$ cat src/rtl/assert_macros.svh
// Assertion helpers, clocked on clk, quiet while arst_n is low.
`ifndef ASSERT_MACROS_SVH
`define ASSERT_MACROS_SVH

// property must hold at every clock edge out of reset
`define ORNR_ASSERT(label, prop, msg) \
	label: assert property (@(posedge clk) disable iff (!arst_n) (prop)) else $error(msg);

// condition must never be seen
`define ORNR_NEVER(label, cond, msg) \
	`ORNR_ASSERT(label, !(cond), msg)

`endif

$ cat src/rtl/ornr_pkg.sv
package ornr_pkg;

	localparam int PARTITIONS = 16;
	// quotient bits needed before saturation
	localparam int QW = (PARTITIONS > 1) ? $clog2(PARTITIONS) : 1;
	// sat check stage plus one restoring step per quotient bit, plus issue register
	localparam int NS = QW + 2;
	localparam int DW = 32 + QW;

	localparam logic [1:0] CFG_BATCH    = 2'd0;
	localparam logic [1:0] CFG_MIN_LEN  = 2'd1;
	localparam logic [1:0] CFG_WIN_LOW  = 2'd2;
	localparam logic [1:0] CFG_WIN_HIGH = 2'd3;

	typedef struct packed {
		logic signed [31:0] score;
		logic [30:0] qid;
		logic [30:0] qsz;
		logic [30:0] sid;
		logic [30:0] ssz;
		logic [1:0]  strands;
		logic [63:0] qrng;
		logic [30:0] qoff;
		logic [63:0] srng;
		logic [30:0] soff;
	} rec_t;

	typedef struct packed {
		logic        valid;
		logic        last;
		logic [30:0] rel;
		rec_t        view;
	} iss_t;

	typedef struct packed {
		logic [30:0]   rem;
		logic [30:0]   dvs;
		logic [QW-1:0] q;
		logic          sat;
		logic          last;
	} dv_t;

	function automatic logic [63:0] flip_range(input logic [30:0] size, input logic [63:0] rng);
		logic [31:0] sz;
		sz = {1'b0, size};
		return {sz - rng[31:0], sz - rng[63:32]};
	endfunction

	function automatic logic [30:0] flip_off(input logic [30:0] size, input logic [30:0] off);
		return size - off;
	endfunction

	// turn the view so the subject reads forward
	function automatic rec_t normalize(input rec_t r);
		rec_t o;
		o = r;
		o.strands[1] = 1'b0;
		if (r.strands[1]) begin
			o.strands[0] = ~r.strands[0];
			o.qrng = flip_range(r.qsz, r.qrng);
			o.qoff = flip_off(r.qsz, r.qoff);
			o.srng = flip_range(r.ssz, r.srng);
			o.soff = flip_off(r.ssz, r.soff);
		end
		return o;
	endfunction

endpackage

$ cat src/rtl/ornr_split.sv
// Holds one request and issues its swapped and/or direct view, one per cycle while take is high.
module ornr_split (
	input  logic          clk,
	input  logic          arst_n,
	input  logic          in_valid,
	output logic          in_stall,
	input  ornr_pkg::rec_t item,
	input  logic [30:0]   min_len,
	input  logic [30:0]   win_low,
	input  logic [30:0]   win_high,
	input  logic          take,
	output ornr_pkg::iss_t iss
);
	import ornr_pkg::*;

	logic [1:0] pend_q;   // bit0 swapped view due, bit1 direct view due
	rec_t       item_q;
	rec_t       view;
	logic       accept, issue, qwin, swin, drop;
	logic [30:0] route_id;

	assign qwin = (item.qid >= win_low) && (item.qid < win_high);
	assign swin = (item.sid >= win_low) && (item.sid < win_high);
	assign drop = (item.qsz < min_len) || (item.ssz < min_len);

	assign iss.valid = (pend_q != 2'b00);
	assign iss.last  = pend_q[0] ? !pend_q[1] : 1'b1;
	assign issue     = iss.valid && take;
	assign in_stall  = iss.valid && !(issue && iss.last);
	assign accept    = in_valid && !in_stall;

	assign route_id = pend_q[0] ? item_q.qid : item_q.sid;
	assign iss.rel  = route_id - win_low;
	assign iss.view = view;

	always_comb begin
		view = item_q;
		if (pend_q[0]) begin
			view.qid     = item_q.sid;
			view.qsz     = item_q.ssz;
			view.qrng    = item_q.srng;
			view.qoff    = item_q.soff;
			view.sid     = item_q.qid;
			view.ssz     = item_q.qsz;
			view.srng    = item_q.qrng;
			view.soff    = item_q.qoff;
			view.strands = {item_q.strands[0], item_q.strands[1]};
		end
	end

	always_ff @(posedge clk or negedge arst_n) begin
		if (!arst_n) begin
			pend_q <= 2'b00;
		end else if (accept) begin
			pend_q <= drop ? 2'b00 : {swin, qwin};
		end else if (issue) begin
			if (pend_q[0]) begin
				pend_q[0] <= 1'b0;
			end else begin
				pend_q[1] <= 1'b0;
			end
		end
	end

	always_ff @(posedge clk) begin
		if (accept) begin
			item_q <= item;
		end
	end

endmodule

$ cat src/rtl/overlap_record_normalize_route.sv
// Throughput: one result per cycle while out_stall is low; a request yielding two
// results stalls the input until its second view issues.
// The front holding register issues the views; a restoring divider, one quotient
// bit per stage, sets the pipeline depth.
// Reset (arst_n low, asynchronous): pipeline empty, batch size 1, other configuration registers 0.
`include "assert_macros.svh"
module overlap_record_normalize_route (
	input  logic        clk,
	input  logic        arst_n,
	input  logic        cfg_we,
	input  logic [1:0]  cfg_index,
	input  logic [30:0] cfg_data,
	input  logic        in_valid,
	output logic        in_stall,
	input  logic signed [31:0] score,
	input  logic [30:0] query_id,
	input  logic [30:0] query_size,
	input  logic [30:0] subject_id,
	input  logic [30:0] subject_size,
	input  logic [1:0]  strands,
	input  logic [63:0] query_range,
	input  logic [30:0] query_offset,
	input  logic [63:0] subject_range,
	input  logic [30:0] subject_offset,
	output logic        out_valid,
	input  logic        out_stall,
	output logic [3:0]  partition,
	output logic        last_of_run,
	output logic signed [31:0] out_score,
	output logic [30:0] out_query_id,
	output logic [30:0] out_query_size,
	output logic [30:0] out_subject_id,
	output logic [30:0] out_subject_size,
	output logic [1:0]  out_strands,
	output logic [63:0] out_query_range,
	output logic [30:0] out_query_offset,
	output logic [63:0] out_subject_range,
	output logic [30:0] out_subject_offset
);
	import ornr_pkg::*;

	// configuration
	logic [30:0] batch_q, min_q, low_q, high_q;

	always_ff @(posedge clk or negedge arst_n) begin
		if (!arst_n) begin
			batch_q <= 31'd1;
			min_q   <= '0;
			low_q   <= '0;
			high_q  <= '0;
		end else if (cfg_we) begin
			unique case (cfg_index)
				CFG_BATCH:    batch_q <= cfg_data;
				CFG_MIN_LEN:  min_q   <= cfg_data;
				CFG_WIN_LOW:  low_q   <= cfg_data;
				CFG_WIN_HIGH: high_q  <= cfg_data;
				default: ;
			endcase
		end
	end

	// front: request holding register, emits up to two views
	rec_t item;
	iss_t iss;
	logic ld [NS];

	always_comb begin
		item.score   = score;
		item.qid     = query_id;
		item.qsz     = query_size;
		item.sid     = subject_id;
		item.ssz     = subject_size;
		item.strands = strands;
		item.qrng    = query_range;
		item.qoff    = query_offset;
		item.srng    = subject_range;
		item.soff    = subject_offset;
	end

	ornr_split u_split (
		.clk      (clk),
		.arst_n   (arst_n),
		.in_valid (in_valid),
		.in_stall (in_stall),
		.item     (item),
		.min_len  (min_q),
		.win_low  (low_q),
		.win_high (high_q),
		.take     (ld[0]),
		.iss      (iss)
	);

	// result pipeline
	// stage 0: issued view and offset into window
	// stage 1: normalize, and saturate when rel >= batch << QW
	// stage 2..: one restoring division step per stage, MSB first
	logic pv_s [NS];
	rec_t rec_s [NS];
	dv_t  dv_s [NS];

	// a stage loads when empty or when its contents move on
	always_comb begin
		ld[NS-1] = !pv_s[NS-1] || !out_stall;
		for (int k = NS - 2; k >= 0; k--) begin
			ld[k] = !pv_s[k] || ld[k+1];
		end
	end

	always_ff @(posedge clk or negedge arst_n) begin
		if (!arst_n) begin
			pv_s[0] <= 1'b0;
		end else if (ld[0]) begin
			pv_s[0] <= iss.valid;
		end
	end

	always_ff @(posedge clk) begin
		if (ld[0]) begin
			rec_s[0]     <= iss.view;
			dv_s[0].rem  <= iss.rel;
			dv_s[0].dvs  <= batch_q;
			dv_s[0].q    <= '0;
			dv_s[0].sat  <= 1'b0;
			dv_s[0].last <= iss.last;
		end
	end

	// saturation check; a zero batch size always saturates
	logic sat_ge;
	dv_t  dv_sat;
	assign sat_ge = DW'(dv_s[0].rem) >= (DW'(dv_s[0].dvs) << QW);

	always_comb begin
		dv_sat     = dv_s[0];
		dv_sat.sat = sat_ge;
	end

	always_ff @(posedge clk or negedge arst_n) begin
		if (!arst_n) begin
			pv_s[1] <= 1'b0;
		end else if (ld[1]) begin
			pv_s[1] <= pv_s[0];
		end
	end

	always_ff @(posedge clk) begin
		if (ld[1]) begin
			rec_s[1] <= normalize(rec_s[0]);
			dv_s[1]  <= dv_sat;
		end
	end

	for (genvar k = 2; k < NS; k++) begin : g_div
		localparam int BIT = NS - 1 - k;
		logic [DW-1:0] rem_x, sub_x;
		logic          ge;
		dv_t           nxt;

		assign rem_x = DW'(dv_s[k-1].rem);
		assign sub_x = DW'(dv_s[k-1].dvs) << BIT;
		assign ge    = rem_x >= sub_x;

		always_comb begin
			nxt = dv_s[k-1];
			if (ge) begin
				nxt.rem    = 31'(rem_x - sub_x);
				nxt.q[BIT] = 1'b1;
			end
		end

		always_ff @(posedge clk or negedge arst_n) begin
			if (!arst_n) begin
				pv_s[k] <= 1'b0;
			end else if (ld[k]) begin
				pv_s[k] <= pv_s[k-1];
			end
		end

		always_ff @(posedge clk) begin
			if (ld[k]) begin
				rec_s[k] <= rec_s[k-1];
				dv_s[k]  <= nxt;
			end
		end
	end

	// output
	logic [QW-1:0] part_sat;
	assign part_sat = (dv_s[NS-1].sat || (dv_s[NS-1].q > QW'(PARTITIONS - 1)))
		? QW'(PARTITIONS - 1) : dv_s[NS-1].q;

	assign out_valid          = pv_s[NS-1];
	assign partition          = 4'(part_sat);
	assign last_of_run        = dv_s[NS-1].last;
	assign out_score          = rec_s[NS-1].score;
	assign out_query_id       = rec_s[NS-1].qid;
	assign out_query_size     = rec_s[NS-1].qsz;
	assign out_subject_id     = rec_s[NS-1].sid;
	assign out_subject_size   = rec_s[NS-1].ssz;
	assign out_strands        = rec_s[NS-1].strands;
	assign out_query_range    = rec_s[NS-1].qrng;
	assign out_query_offset   = rec_s[NS-1].qoff;
	assign out_subject_range  = rec_s[NS-1].srng;
	assign out_subject_offset = rec_s[NS-1].soff;

	// checks
	`ORNR_ASSERT(a_stall_busy, in_stall |-> iss.valid, "input stalled with nothing to issue")
	`ORNR_NEVER(a_subj_fwd, out_valid && out_strands[1], "subject not forward on output")
	`ORNR_ASSERT(a_hold_last, (out_valid && out_stall) |=> (out_valid && $stable(last_of_run)), "held")

endmodule
$ cat config.mk
export PLATFORM = sky130hd
export DESIGN_NAME = overlap_record_normalize_route
export DESIGN_NICKNAME = d
export VERILOG_FILES = /design/src/rtl/ornr_pkg.sv /design/src/rtl/ornr_split.sv /design/src/rtl/overlap_record_normalize_route.sv
export VERILOG_INCLUDE_DIRS = /design/src /design/src/rtl
export SDC_FILE = /design/constraint.sdc
export NUM_CORES = 2
export LEC_CHECK = 0
export BUFFER_PORTS_ARGS = -buffer_cell sky130_fd_sc_hd__buf_2
export CAP_MARGIN = 5
export CORE_ASPECT_RATIO = 0.9
export CORE_UTILIZATION = 57
export CTS_BUF_LIST = sky130_fd_sc_hd__clkbuf_4 sky130_fd_sc_hd__clkbuf_8
export DETAILED_ROUTE_END_ITERATION = 7
export PLACE_DENSITY_LB_ADDON = 0.15
export SETUP_SLACK_MARGIN = 0.1
export SLEW_MARGIN = 10
export SYNTH_ARGS = -nofsm -noshare
export SYNTH_HDL_FRONTEND = slang
export SYNTH_SLANG_ARGS = --single-unit
$ cat constraint.sdc
create_clock -name clk -period 9.8 [get_ports clk]
set_input_delay 1.96 -clock clk [delete_from_list [all_inputs] [get_ports clk]]
set_output_delay 1.96 -clock clk [all_outputs]
set_load 0.05 [all_outputs]
==> impl_results.md <==
* Failing checks: DRC
* Drt first pass iters at 8
* Clock H-tree levels at 5
* Synth Warn # at 0
* RSZ-0062 raised after global routing: no
* Chip width at 477.9 µm
* Required time of the critical path at 7840 ps
* CTS Sinks at 2894
* Final setup violation count at 0
* Clock latency at the later pin of the worst-skew pair at 1120 ps
* Largest net degree at the start of global routing at 164
* Area growth from synthesis to layout at 13.92%
* DR iter-0 viols at 5620
* First-pass GRT wire length at 406.6 mm
* Congestion Overflow GR at 0
* Routability Congestion at 0.9427
* Row count at 156
* Element type at the critical path end: output pin
* Reg power frac at 50.1%
* Die area at 0.2056 mm²
* Logic pwr share at 20.4%
* DRC at 86
* Synthesized area at 0.1162 mm²
* Maximum vdd drop at 0.1721 mV
* Top FF cell, synth: edfxtp_1
* Setup Skew at 89.67 ps
* Bufs on Longest Clock Path at 4
* Placed instance area at 0.1233 mm²
* Psw at 10.03 mW
* Most used cell, CP: and3_1
* Final Critical Period at 5807 ps
* CP Class: in2out
* Initial Util at 57.62%
* Clock transition at the registers of the reported paths at 60 ps
* Startpoint types: input port
* Hold buffers post-CTS at 0
* Hold WC Path Type: reg2reg
* Max-Cap Viols at 0
* Syn avg cell area at 16.60 µm²
* Tot GR Track Use at 27.33%
* Avg WL per Cell at 25.37 µm
* FMAX at 0.1722 GHz
* Setup WS pre-CTS at 3989 ps
* Final nets at 9044
* Layout cell share with drive strength beyond 1 at 23.75%
* Setup WS post-layout at 3993 ps
* Mapped Cells at 7000
* Fin. max-slew vios at 0
* Post-DR vias/cell at 5.674
* CP cell instances: buf_2 > and3_1 > and3_1 > and3_1 > maj3_1 > buf_2
* Worst-Margin Slew at 1183 ps
* Share of flip-flops with an asynchronous set or reset at 4.561%
* Chip height at 430.3 µm
* Clock share of power at 29.5%
* Post-DP HPWL at 203.3 mm
* Worst rel slew slack at 21.15%
* Sw Share at 29.39%
* Vias in the first global route at 62330
* Slowest-stage cell, CP: and3_1
* Power density cells at 257.7 mW/mm²
* Status: finished, violations left
* Post-CTS setup buffer count at 0
* Clock root buffer: clkbuf_8
* EDFF count, synth at 2762
* I/O pin count at 741
* # resized after CTS at 0
* Endpoints failing hold at 0
* DRT antenna net count at 0
* Core area at 0.2016 mm²
* Share of the yosys chip area belonging to registers at 74.23%
* Pint at 24.08 mW
* Synth Register Bits at 2894
* WP data arrival at 3850 ps
* TritonCTS buffer count at 445
* Static leakage at 53.40 nW
* Initial antenna violation count at 64
* WL final at 283.4 mm
* TritonCTS clock tree: yes
* I/O Buffers at 739
* Yosys cell types at 101
* CP Max Fanout at 4
* Via total after detailed routing at 63380
* Biggest cell delay along the critical path at 490 ps
* Fin crit share at 59.26%
* Post-Syn Nets at 7937
* Cell area after layout at 0.1324 mm²
metal layers:
layer  vias up  GRT usage [%]  share of wire [%]
met4        50          11.65                4.3
met5         -              0               0.11
met1     31380          38.73                 44
met3       536          5.627                7.0
li1      29090              -                  -
met2      2329          41.42                 45
flip-flops by register name (all words and copies together), names as in the netlist:
register,cells
low_q,31
batch_q,31
out_valid,1
u_split.pend_q,2
u_split.iss,32
pv_s,5
dv_s,331
high_q,31
min_q,31
rec_s,2083
u_split.item_q,316
worst paths after layout:
kind / start / end / slack [ps] / cells after the start
max: out_stall / in_stall / 3990 / 6
min reg2reg: rec_s[1][261] / rec_s[2][261] / 370 / 0
max reg2reg: u_split.pend_q[0] / dv_s[0][66] / 4950 / 12
min: rec_s[1][261] / rec_s[2][261] / 370 / 0
max in group asynchronous: arst_n / u_split.pend_q[0] / 7380 / 2
min in group asynchronous: arst_n / min_q[27] / 940 / 1
cell type report:
| class | count | area, µm² |
|---|---|---|
| diodes | 22 | 55.05 |
| clock buffers | 597 | 7441 |
| clock inverters | 205 | 1520 |
| fillers | 14060 | 69280 |
| inverters | 485 | 1847 |
| multi-input cells | 3494 | 27640 |
| flip-flops and latches | 2894 | 86250 |
| well taps | 2686 | 3361 |
| repair buffers | 787 | 4240 |
synthesized netlist by cell type (all sizes together), types with 76 or more instances:
| library cell | count | area share (%) |
|---|---|---|
| a21oi | 337 | 1.5 |
| a21o | 175 | 1.1 |
| xnor2 | 127 | 0.96 |
| edfxtp | 2762 | 71 |
| xor2 | 107 | 0.81 |
| nand2 | 295 | 0.95 |
| dfrtp | 131 | 2.8 |
| ha | 541 | 5.8 |
| nand3 | 76 | 0.33 |
| nor2 | 197 | 0.64 |
| o21ai | 312 | 1.3 |
| clkbuf | 98 | 0.32 |
| mux2 | 480 | 4.7 |
| inv | 485 | 1.6 |
kinds of logic after synthesis:
kind of cell,synth area share [%]
DFF,74.23
AOI/OAI and AO/OA,6.865
and+or+nand+nor,3.934
buffers and inverters,2.012
adders and majority gates,6.007
muxes,5.161
xor gates and xnor gates,1.783
other,0.003228
cell usage in the layout (no fill, tap or decap), types with 16 or more instances in the layout:
cell type,count
a21o_1,175
nand2b_1,65
nor2_1,197
mux2i_1,59
dfrtp_1,130
and3_1,36
or2_2,21
a211oi_1,43
nand3_1,76
o211ai_1,31
clkinv_1,109
o21a_1,57
and2_1,19
clkinv_2,60
clkbuf_4,124
nor2b_1,51
clkbuf_8,473
mux2_2,459
nand2_1,292
buf_2,738
a31oi_1,34
o21ai_0,300
ha_1,541
diode_2,22
o31ai_1,22
a21boi_0,17
nor3_1,53
o31a_1,16
bufinv_16,23
edfxtp_1,2762
xnor2_1,127
a21oi_1,336
inv_1,479
nand4_1,57
o21bai_1,30
xor2_1,107
buf_4,34
mux2_1,21
metrics by stage:
step           TNS [ps]  util, %  power, mW  hold slack [ps]  std cells
3_3_place_gp          0    61.17      24.04            400.2      10350
4_1_cts               0    65.61      34.28            375.4      11150
2_1_floorplan  -1522070        -      21.92            400.3       7000
6_report              0    65.64      34.11            365.4      11170
5_1_grt               0    65.63      35.59            376.9      11160
3_5_place_dp          0    61.17      24.19            404.5      10350
power groups by stage:
stage          combinational [mW]  sequential, mW  clock, mW
2_1_floorplan                4.11            17.8          0
3_3_place_gp                 6.79            17.3          0
3_5_place_dp                 6.88            17.3          0
4_1_cts                      6.92            17.1       10.3
5_1_grt                      7.58            17.2       10.8
6_report                     6.95            17.1       10.1
worst max-delay path: cells and delay by family:
| family | cells | cell delay (ps) |
|---|---|---|
| adders and majority gates | 1 | 240 |
| and+or+nand+nor | 3 | 1240 |
| buffers and inverters | 2 | 390 |
Note: power is estimated with default switching activity, not from simulation.
